$ cat src/rtl/date_add_days_core_assert.svh
// Assertion macros for the date adder core.
`ifndef DATE_ADD_DAYS_CORE_ASSERT_SVH
`define DATE_ADD_DAYS_CORE_ASSERT_SVH

`ifndef ASSERT_OFF

// Same-cycle implication.
`define DADD_ASSERT_IMP(label, clk, rst_n, ante, cons) \
	label: assert property (@(posedge clk) disable iff (!rst_n) (ante) |-> (cons)) \
		else $error("assertion failed");

// Next-cycle implication.
`define DADD_ASSERT_NXT(label, clk, rst_n, ante, cons) \
	label: assert property (@(posedge clk) disable iff (!rst_n) (ante) |=> (cons)) \
		else $error("assertion failed");

`else

`define DADD_ASSERT_IMP(label, clk, rst_n, ante, cons)
`define DADD_ASSERT_NXT(label, clk, rst_n, ante, cons)

`endif

`endif

$ cat src/rtl/dadd_pkg.sv
package dadd_pkg;

	localparam int YEAR_BITS   = 14;
	localparam int OFFSET_BITS = 16;

	// Running day count: start day plus offset.
	localparam int DAY_W = OFFSET_BITS + 1;

	// Year mod 400 by restoring reduction: subtract 400 << k, k from RED_TOP to 0.
	localparam int REM_W   = YEAR_BITS + 1;
	localparam int RED_TOP = YEAR_BITS - 8;
	localparam int RED_CW  = (RED_TOP < 1) ? 1 : $clog2(RED_TOP + 1);
	localparam int MOD_W   = 9;

	localparam logic [REM_W-1:0]  QUAD_CENT = REM_W'(400);
	localparam logic [MOD_W-1:0]  CENT_1    = MOD_W'(100);
	localparam logic [MOD_W-1:0]  CENT_2    = MOD_W'(200);
	localparam logic [MOD_W-1:0]  CENT_3    = MOD_W'(300);
	localparam logic [MOD_W-1:0]  MOD_LAST  = MOD_W'(399);

	localparam logic [3:0] MON_NONE = 4'd0;
	localparam logic [3:0] MON_JAN  = 4'd1;
	localparam logic [3:0] MON_FEB  = 4'd2;
	localparam logic [3:0] MON_APR  = 4'd4;
	localparam logic [3:0] MON_JUN  = 4'd6;
	localparam logic [3:0] MON_SEP  = 4'd9;
	localparam logic [3:0] MON_NOV  = 4'd11;
	localparam logic [3:0] MON_DEC  = 4'd12;

	localparam logic [4:0] FEB_COMMON = 5'd28;
	localparam logic [4:0] LEN_SHORT  = 5'd30;
	localparam logic [4:0] LEN_LONG   = 5'd31;

	typedef struct packed {
		logic load;
		logic red_step;
		logic walk_step;
		logic out_load;
	} dadd_cmd_t;

	typedef struct packed {
		logic red_last;
		logic walk_done;
	} dadd_sts_t;

	function automatic logic [4:0] days_in(input logic [3:0] mon, input logic leap);
		logic [4:0] len;
		unique case (mon)
			MON_FEB:                            len = leap ? FEB_COMMON + 5'd1 : FEB_COMMON;
			MON_APR, MON_JUN, MON_SEP, MON_NOV: len = LEN_SHORT;
			default:                            len = LEN_LONG;
		endcase
		return len;
	endfunction

endpackage

$ cat src/rtl/dadd_ctrl.sv
module dadd_ctrl (
	input  logic                clk,
	input  logic                arst_n,
	input  logic                in_valid,
	output logic                in_ready,
	output logic                out_valid,
	input  logic                out_ready,
	input  dadd_pkg::dadd_sts_t sts,
	output dadd_pkg::dadd_cmd_t cmd
);

	typedef enum logic [3:0] {
		ST_IDLE = 4'b0001,
		ST_RED  = 4'b0010,
		ST_WALK = 4'b0100,
		ST_HOLD = 4'b1000
	} dadd_state_t;

	dadd_state_t state_q, state_d;
	logic        out_valid_q;
	logic        slot_free;

	assign slot_free = !out_valid_q || out_ready;
	assign in_ready  = (state_q == ST_IDLE);
	assign out_valid = out_valid_q;

	always_comb begin
		state_d = state_q;
		cmd     = '0;
		unique case (state_q)
			ST_IDLE: begin
				if (in_valid) begin
					cmd.load = 1'b1;
					state_d  = ST_RED;
				end
			end
			ST_RED: begin
				cmd.red_step = 1'b1;
				if (sts.red_last) state_d = ST_WALK;
			end
			ST_WALK: begin
				cmd.walk_step = 1'b1;
				if (sts.walk_done) begin
					if (slot_free) begin
						cmd.out_load = 1'b1;
						state_d      = ST_IDLE;
					end else begin
						state_d = ST_HOLD;
					end
				end
			end
			ST_HOLD: begin
				if (slot_free) begin
					cmd.out_load = 1'b1;
					state_d      = ST_IDLE;
				end
			end
			default: state_d = ST_IDLE;
		endcase
	end

	always_ff @(posedge clk or negedge arst_n) begin
		if (!arst_n) begin
			state_q     <= ST_IDLE;
			out_valid_q <= 1'b0;
		end else begin
			state_q <= state_d;
			if (cmd.out_load)   out_valid_q <= 1'b1;
			else if (out_ready) out_valid_q <= 1'b0;
		end
	end

endmodule

$ cat src/rtl/dadd_dp.sv
module dadd_dp (
	input  logic                              clk,
	input  dadd_pkg::dadd_cmd_t               cmd,
	output dadd_pkg::dadd_sts_t               sts,
	input  logic [4:0]                        start_day,
	input  logic [3:0]                        start_month,
	input  logic [dadd_pkg::YEAR_BITS-1:0]    start_year,
	input  logic [dadd_pkg::OFFSET_BITS-1:0]  days_away,
	output logic [4:0]                        new_day,
	output logic [3:0]                        new_month,
	output logic [dadd_pkg::YEAR_BITS-1:0]    new_year,
	output logic                              year_overflow
);

	logic [dadd_pkg::DAY_W-1:0]     day_q;
	logic [3:0]                     mon_q;
	logic [dadd_pkg::YEAR_BITS-1:0] year_q;
	logic                           ovf_q;
	logic [dadd_pkg::REM_W-1:0]     rem_q;
	logic [dadd_pkg::RED_CW-1:0]    red_k_q;

	logic [4:0]                     out_day_q;
	logic [3:0]                     out_mon_q;
	logic [dadd_pkg::YEAR_BITS-1:0] out_year_q;
	logic                           out_ovf_q;

	logic [dadd_pkg::REM_W-1:0]     red_sub;
	logic [dadd_pkg::MOD_W-1:0]     mod400;
	logic                           leap;
	logic [4:0]                     len;
	logic [3:0]                     mon_clamp;

	assign red_sub = dadd_pkg::QUAD_CENT << red_k_q;
	assign mod400  = rem_q[dadd_pkg::MOD_W-1:0];
	assign leap    = (year_q[1:0] == 2'b00) &&
	                 ((mod400 == '0) || !((mod400 == dadd_pkg::CENT_1) ||
	                                      (mod400 == dadd_pkg::CENT_2) ||
	                                      (mod400 == dadd_pkg::CENT_3)));
	assign len     = dadd_pkg::days_in(mon_q, leap);

	assign sts.red_last  = (red_k_q == '0);
	assign sts.walk_done = !(day_q > dadd_pkg::DAY_W'(len));

	always_comb begin
		if (start_month == dadd_pkg::MON_NONE)     mon_clamp = dadd_pkg::MON_JAN;
		else if (start_month > dadd_pkg::MON_DEC)  mon_clamp = dadd_pkg::MON_DEC;
		else                                       mon_clamp = start_month;
	end

	always_ff @(posedge clk) begin
		if (cmd.load) begin
			day_q   <= dadd_pkg::DAY_W'(start_day) + dadd_pkg::DAY_W'(days_away);
			mon_q   <= mon_clamp;
			year_q  <= start_year;
			ovf_q   <= 1'b0;
			rem_q   <= dadd_pkg::REM_W'(start_year);
			red_k_q <= dadd_pkg::RED_CW'(dadd_pkg::RED_TOP);
		end else if (cmd.red_step) begin
			if (rem_q >= red_sub) rem_q <= rem_q - red_sub;
			if (red_k_q != '0) red_k_q <= red_k_q - 1'b1;
		end else if (cmd.walk_step && !sts.walk_done) begin
			day_q <= day_q - dadd_pkg::DAY_W'(len);
			if (mon_q == dadd_pkg::MON_DEC) begin
				mon_q <= dadd_pkg::MON_JAN;
				if (year_q == '1) begin
					year_q <= '0;
					ovf_q  <= 1'b1;
					rem_q  <= '0;
				end else begin
					year_q <= year_q + 1'b1;
					if (mod400 == dadd_pkg::MOD_LAST) rem_q <= '0;
					else                              rem_q <= rem_q + 1'b1;
				end
			end else begin
				mon_q <= mon_q + 1'b1;
			end
		end

		if (cmd.out_load) begin
			out_day_q  <= day_q[4:0];
			out_mon_q  <= mon_q;
			out_year_q <= year_q;
			out_ovf_q  <= ovf_q;
		end
	end

	assign new_day       = out_day_q;
	assign new_month     = out_mon_q;
	assign new_year      = out_year_q;
	assign year_overflow = out_ovf_q;

endmodule

$ cat src/rtl/date_add_days_core.sv
// After a transaction is accepted, the sequencer runs the year reduction and then the month walk,
//   then loads the output register, which raises out_valid, or first holds until the slot frees.
// One transaction at a time: a new one is accepted only once the previous result is loaded;
//   the month walk, one month per cycle, sets the rate.
// A finished result waits in the output register while the next transaction is taken.
// Reset (arst_n low, asynchronous): controller returns to idle, out_valid drops.
`include "date_add_days_core_assert.svh"

module date_add_days_core (
	input  logic                              clk,
	input  logic                              arst_n,
	input  logic                              in_valid,
	output logic                              in_ready,
	input  logic [4:0]                        start_day,
	input  logic [3:0]                        start_month,
	input  logic [dadd_pkg::YEAR_BITS-1:0]    start_year,
	input  logic [dadd_pkg::OFFSET_BITS-1:0]  days_away,
	output logic                              out_valid,
	input  logic                              out_ready,
	output logic [4:0]                        new_day,
	output logic [3:0]                        new_month,
	output logic [dadd_pkg::YEAR_BITS-1:0]    new_year,
	output logic                              year_overflow
);

	// Command and status between sequencer and datapath.
	dadd_pkg::dadd_cmd_t cmd;
	dadd_pkg::dadd_sts_t sts;

	// Sequencer: idle -> year reduction -> month walk -> (hold until output slot frees).
	dadd_ctrl u_ctrl (
		.clk       (clk),
		.arst_n    (arst_n),
		.in_valid  (in_valid),
		.in_ready  (in_ready),
		.out_valid (out_valid),
		.out_ready (out_ready),
		.sts       (sts),
		.cmd       (cmd)
	);

	// Datapath: date registers, mod-400 tracking for the leap rule, output register.
	dadd_dp u_dp (
		.clk           (clk),
		.cmd           (cmd),
		.sts           (sts),
		.start_day     (start_day),
		.start_month   (start_month),
		.start_year    (start_year),
		.days_away     (days_away),
		.new_day       (new_day),
		.new_month     (new_month),
		.new_year      (new_year),
		.year_overflow (year_overflow)
	);

	// Working commands never overlap: load, reduce and walk belong to distinct states.
	logic [2:0] work_cmds;
	assign work_cmds = {cmd.load, cmd.red_step, cmd.walk_step};

	// Result month lies in January through December.
	logic month_ok;
	assign month_ok = (new_month != dadd_pkg::MON_NONE) && (new_month <= dadd_pkg::MON_DEC);

	// Block goes busy right after taking a transaction.
	`DADD_ASSERT_NXT(a_busy_after_accept, clk, arst_n, in_valid && in_ready, !in_ready)
	// Only one working command at a time.
	`DADD_ASSERT_IMP(a_one_work_cmd, clk, arst_n, 1'b1, $onehot0(work_cmds))
	// Months leave the block already clamped to January through December.
	`DADD_ASSERT_IMP(a_month_range, clk, arst_n, out_valid, month_ok)
	// A result is only loaded while no new transaction is being taken.
	`DADD_ASSERT_IMP(a_load_excl, clk, arst_n, cmd.out_load, !cmd.load)

endmodule

$ cat config.mk
export PLATFORM = sky130hd
export DESIGN_NAME = date_add_days_core
export DESIGN_NICKNAME = d
export VERILOG_FILES = /design/src/rtl/dadd_pkg.sv /design/src/rtl/dadd_ctrl.sv /design/src/rtl/dadd_dp.sv /design/src/rtl/date_add_days_core.sv
export VERILOG_INCLUDE_DIRS = /design/src /design/src/rtl
export SDC_FILE = /design/constraint.sdc
export NUM_CORES = 1
export LEC_CHECK = 0
export BUFFER_PORTS_ARGS = -buffer_cell sky130_fd_sc_hd__buf_4
export CAP_MARGIN = 5
export CORE_MARGIN = 3
export CORE_UTILIZATION = 63
export CTS_CLUSTER_SIZE = 28
export DETAILED_ROUTE_END_ITERATION = 16
export GPL_TIMING_DRIVEN = 0
export PLACE_DENSITY = 0.83
export SYNTH_ARGS = -nofsm -noshare
export SYNTH_HDL_FRONTEND = slang
export SYNTH_SLANG_ARGS = --single-unit
export TNS_END_PERCENT = 5
$ cat constraint.sdc
create_clock -name clk -period 7.1 [get_ports clk]
set_clock_uncertainty 0.05 [all_clocks]
set_input_delay 0.355 -clock clk [delete_from_list [all_inputs] [get_ports clk]]
set_output_delay 0.355 -clock clk [all_outputs]
set_load 0.03 [all_outputs]
==> results by group <==
Setup path
  • Destination of the worst register-to-register timing path: u_dp.mon_q[2]
  • Sum of buffers and inverters on the critical path: 1
  • CP delay by family, top: compound AO/OA/AOI/OAI gates
  • Data required, critical path: 6.94 ns
  • R2r startpoint: u_dp.rem_q[3]
  • Setup slack on the worst flop-to-flop path: 3.20 ns
  • Cell with the biggest individual delay on the critical path: sky130_fd_sc_hd__nand2_1
  • Kind of launch point of the worst setup path: flip-flop
  • Length in cells of the worst reg-to-reg path: 13
  • Largest stage delay, worst path: 0.54 ns
  • Maximum fanout count along the critical path: 21
  • Cell count along the critical path: 13
  • List of cells traversed by the critical path: clkbuf_1 > and3b_1 > a21oi_1 > nor3_1 > a31oi_1 > o21ai_0 > a211oi_1 > ha_1 > nor2b_1 > o2111a_1 > a2111o_1 > nand3_2 > nand2_1
  • Worst Path Arrival: 3.74 ns
  • Critical path endpoint category: flip-flop
  • Critical setup path kind: reg2reg

GRT
  • Total gr overflow: 0
  • Total routing resource utilization after global routing: 27.3%
  • Pin count of the biggest net entering global routing: 23
  • Antenna violations before repair: 0
  • Via count of the first global-routing pass: 4388
  • Global-route wire length before repair: 21.3 mm

Timing
  • Total negative slack: 0 ns
  • Minimum clock period: between 3 and 4 ns
  • Number of setup violations in the final report: 0
  • Setup repair after global routing missed its margin: no
  • Actual transition at the worst max-transition pin: 0.922 ns
  • Final count of hold timing violations: 0
  • Period Utilization, post-route: between 50% and 60%
  • Slew headroom: between 30 and 40%
  • Highest Clock Rate: 0.256 GHz
  • Max-slew violation count: 0

Floorplanning
  • Area inside the core boundary: 7970 um2
  • Number of placement rows: 32
  • Total die area: 9590 um2
  • DIE WIDTH: 97.9 um
  • Initial cell density of the core: 66.8%
  • Die Y: 97.9 um
  • Number of primary I/O pins: 69

Place
  • Area post-placement: 5980 um2
  • RePlAce Congestion: between 0.9 and 1
  • Port buffer count: 68
  • DPL Wire Length: 9.63 mm

Synthesis
  • Synth cell count leaders: 73 x sky130_fd_sc_hd__edfxtp_1, 56 x sky130_fd_sc_hd__nand2_1, 41 x sky130_fd_sc_hd__nor2_1
  • Largest cells by area after synthesis: sky130_fd_sc_hd__edfxtp_1 41%, sky130_fd_sc_hd__ha_1 7.3%, sky130_fd_sc_hd__xnor2_1 5.9%, sky130_fd_sc_hd__nand2_1 4.0%, sky130_fd_sc_hd__xor2_1 3.8%
  • Average footprint of a synthesized cell: 9.97 um2
  • Area leader, netlist: sky130_fd_sc_hd__edfxtp_1
  • Number of flip-flops and latches in the synthesized netlist: 83
  • Number of instances in the synthesized netlist: 534
  • Syn. warnings: 0
  • Most used standard cell by instance count after synthesis: sky130_fd_sc_hd__edfxtp_1
  • Most used DFF post-synth: sky130_fd_sc_hd__edfxtp_1
  • Fraction of synthesis flops using an asynchronous set or reset pin: under 10%
  • Area of the mapped netlist: 5320 um2
  • Synth cell types: 65
  • Mapped Nets: 610
  • Area share of the largest cell type after synthesis: 41.2%
  • Proportion of synthesized chip area in sequential cells: 45.5%
  • Count of flip-flops with a built-in enable after synthesis: 73

Detailed routing
  • Number of remaining DRC errors: 0
  • Number of DRC markers after the initial detailed-route iteration: 524
  • Average wire per standard cell: 17.9 um
  • Antenna violation net count after detailed routing: 0
  • Vias per cell: between 6 and 7
  • Number of iterations in the first detailed-routing pass: 5
  • Wire length after detailed routing: 12.9 mm
  • Routed vias: 4510

Power
  • Internal Power: 1.37 mW
  • Combinational share of power: roughly 50%
  • Clock group share of total power: 13.1%
  • Net switching fraction of the power: a little over two fifths
  • Net switching power: 1.04 mW
  • VDD IR-drop max: 0.306 mV
  • Total power per unit cell area: 391 nW/um2
  • Reg power frac: 36.8%
  • Reported leakage power: 2.41 nW

Final layout
  • Area growth from synthesis to final layout: 15.8%
  • Fill cell total of the finished layout: between 500 and 600
  • Final core occ: 77.4%
  • Number of nets in the final layout: 691
  • Antenna diode count: 0
  • Post-Layout Inst Area: 6160 um2
  • Share of final-layout standard cells stronger than drive strength 1: 15.3%

Worst hold path
  • Hold Crit Depth: 3
  • Hold Path Origin: in_valid
  • Hold Path Class: in2reg
  • Worst hold endpoint: u_ctrl.state_q[0]

CTS
  • Number of gates given a new drive strength after cts: 0
  • Worst-skew pair later-pin latency: 0.36 ns
  • Clk slew on worst S/H paths: 0.08 ns
  • Sinks on the clock net: slightly above 80
  • Clock Root Buffer: sky130_fd_sc_hd__clkbuf_8
  • Buffers from clock root to sink, at most: 2
  • CTS tree: done
  • H-tree depth: 3
  • Num CTS Buffers: 9

Run
  • Max-capacitance violation count: 0

Status
  • Result of the run: finished clean
-- sequential cells by signal, summed over array words and instances (netlist names), 3 cells and up --
register        cells
u_dp.day_q         17
u_dp.rem_q         15
u_dp.new_year      14
u_dp.year_q        14
u_dp.new_day        5
u_ctrl.state_q      4
u_dp.mon_q          4
u_dp.new_month      4
u_dp.red_k_q        3
-- power groups by stage --
stage               Sequential (mW)  Combinational [mW]  Clock, mW
floorplan                     0.843               0.915          0
CTS                           0.880                1.19      0.315
global placement              0.879                1.13          0
finish                        0.888                1.21      0.315
global route                  0.901                1.34      0.338
detailed placement            0.890                1.18          0
-- through the flow --
| stage | total power, mW | setup slack, ns | hold slack (ns) | instances |
|---|---|---|---|---|
| after detailed placement | 2.07 | 3.20 | 0.109 | 705 |
| after floorplan | 1.76 | 3.14 | 0.00941 | 534 |
| after global placement | 2.01 | 2.40 | 0.108 | 704 |
| after CTS | 2.38 | 3.19 | 0.229 | 722 |
| final | 2.41 | 3.20 | 0.236 | 722 |
| after global routing | 2.58 | 2.87 | 0.237 | 722 |
-- cell usage in the layout, fill, tap and decap left out, types with 3 or more instances in the layout --
cell,instances
sky130_fd_sc_hd__nor3_1,13
sky130_fd_sc_hd__buf_4,68
sky130_fd_sc_hd__and3_1,13
sky130_fd_sc_hd__buf_2,4
sky130_fd_sc_hd__edfxtp_1,73
sky130_fd_sc_hd__o21ai_0,32
sky130_fd_sc_hd__nand2b_1,9
sky130_fd_sc_hd__ha_1,31
sky130_fd_sc_hd__nand2_1,56
sky130_fd_sc_hd__nor4b_1,5
sky130_fd_sc_hd__a22oi_1,4
sky130_fd_sc_hd__xnor2_1,36
sky130_fd_sc_hd__a221oi_1,3
sky130_fd_sc_hd__clkbuf_1,15
sky130_fd_sc_hd__nand4_1,5
sky130_fd_sc_hd__dfrtp_1,4
sky130_fd_sc_hd__or3_1,4
sky130_fd_sc_hd__nor2_1,40
sky130_fd_sc_hd__nor4_1,4
sky130_fd_sc_hd__and3b_1,3
sky130_fd_sc_hd__nand3_1,20
sky130_fd_sc_hd__clkinvlp_4,3
sky130_fd_sc_hd__o31ai_1,3
sky130_fd_sc_hd__a31oi_1,5
sky130_fd_sc_hd__o211ai_1,11
sky130_fd_sc_hd__nor2b_1,6
sky130_fd_sc_hd__clkbuf_8,9
sky130_fd_sc_hd__o21ai_1,3
sky130_fd_sc_hd__mux2i_1,8
sky130_fd_sc_hd__inv_1,22
sky130_fd_sc_hd__and2_1,4
sky130_fd_sc_hd__o22ai_1,4
sky130_fd_sc_hd__xor2_1,23
sky130_fd_sc_hd__a21oi_1,24
sky130_fd_sc_hd__dfxtp_1,5
-- worst reg2reg max path, stage by stage (launching register included) --
cell	delay [ns]
sky130_fd_sc_hd__edfxtp_1	0.37
sky130_fd_sc_hd__clkbuf_1	0.20
sky130_fd_sc_hd__and3b_1	0.23
sky130_fd_sc_hd__a21oi_1	0.13
sky130_fd_sc_hd__nor3_1	0.07
sky130_fd_sc_hd__a31oi_1	0.14
sky130_fd_sc_hd__o21ai_0	0.12
sky130_fd_sc_hd__a211oi_1	0.33
sky130_fd_sc_hd__ha_1	0.24
sky130_fd_sc_hd__nor2b_1	0.07
sky130_fd_sc_hd__o2111a_1	0.33
sky130_fd_sc_hd__a2111o_1	0.48
sky130_fd_sc_hd__nand3_2	0.13
sky130_fd_sc_hd__nand2_1	0.54
-- kinds of logic after synthesis --
| group | share of synthesized area [%] |
|---|---|
| AO/OA/AOI/OAI | 13.2 |
| XOR/XNOR | 9.71 |
| AND/OR/NAND/NOR | 19.1 |
| adder cells (fa/ha/maj) | 8.04 |
| multiplexers | 1.50 |
| buffers and inverters | 2.92 |
| flip-flops | 45.5 |
-- timing repair --
action,CTS,global route
hold buffers,1,0
endpoints found under the hold margin,5,0
setup buffers,0,0
-- worst max path at each step --
stage                         to  slack, ns     startpoint
2_1_floorplan    u_dp.new_day[0]       3.14  u_dp.rem_q[3]
3_3_place_gp   u_dp.new_year[12]       2.40  u_dp.rem_q[3]
3_5_place_dp       u_dp.day_q[1]       3.20  u_dp.rem_q[3]
4_1_cts            u_dp.mon_q[2]       3.19  u_dp.rem_q[3]
5_1_grt            u_dp.mon_q[2]       2.87  u_dp.rem_q[3]
6_report           u_dp.mon_q[2]       3.20  u_dp.rem_q[3]
-- final cells by class --
type,count,area (um2),share of cell area (%)
inverters,22,82.6,1.34
plain buffers,18,72.6,1.18
flip-flops and latches,83,2420,39.2
clock inverters,6,48.8,0.792
well taps,102,128,2.07
multi-input cells,411,2750,44.6
clock buffers,10,128,2.07
repair buffers,70,536,8.69
-- layer usage --
layer | wire (um) | part of all wire, % | global-route usage, % | up-vias
met5 | 0 | 0 | 0 | -
met4 | 235 | 1.8 | 8.84 | 0
met3 | 1140 | 8.8 | 5.71 | 23
met2 | 6120 | 47 | 44.0 | 253
met1 | 5400 | 42 | 37.3 | 2113
li1 | - | - | - | 2121
Note: power is estimated with default switching activity, not from simulation.
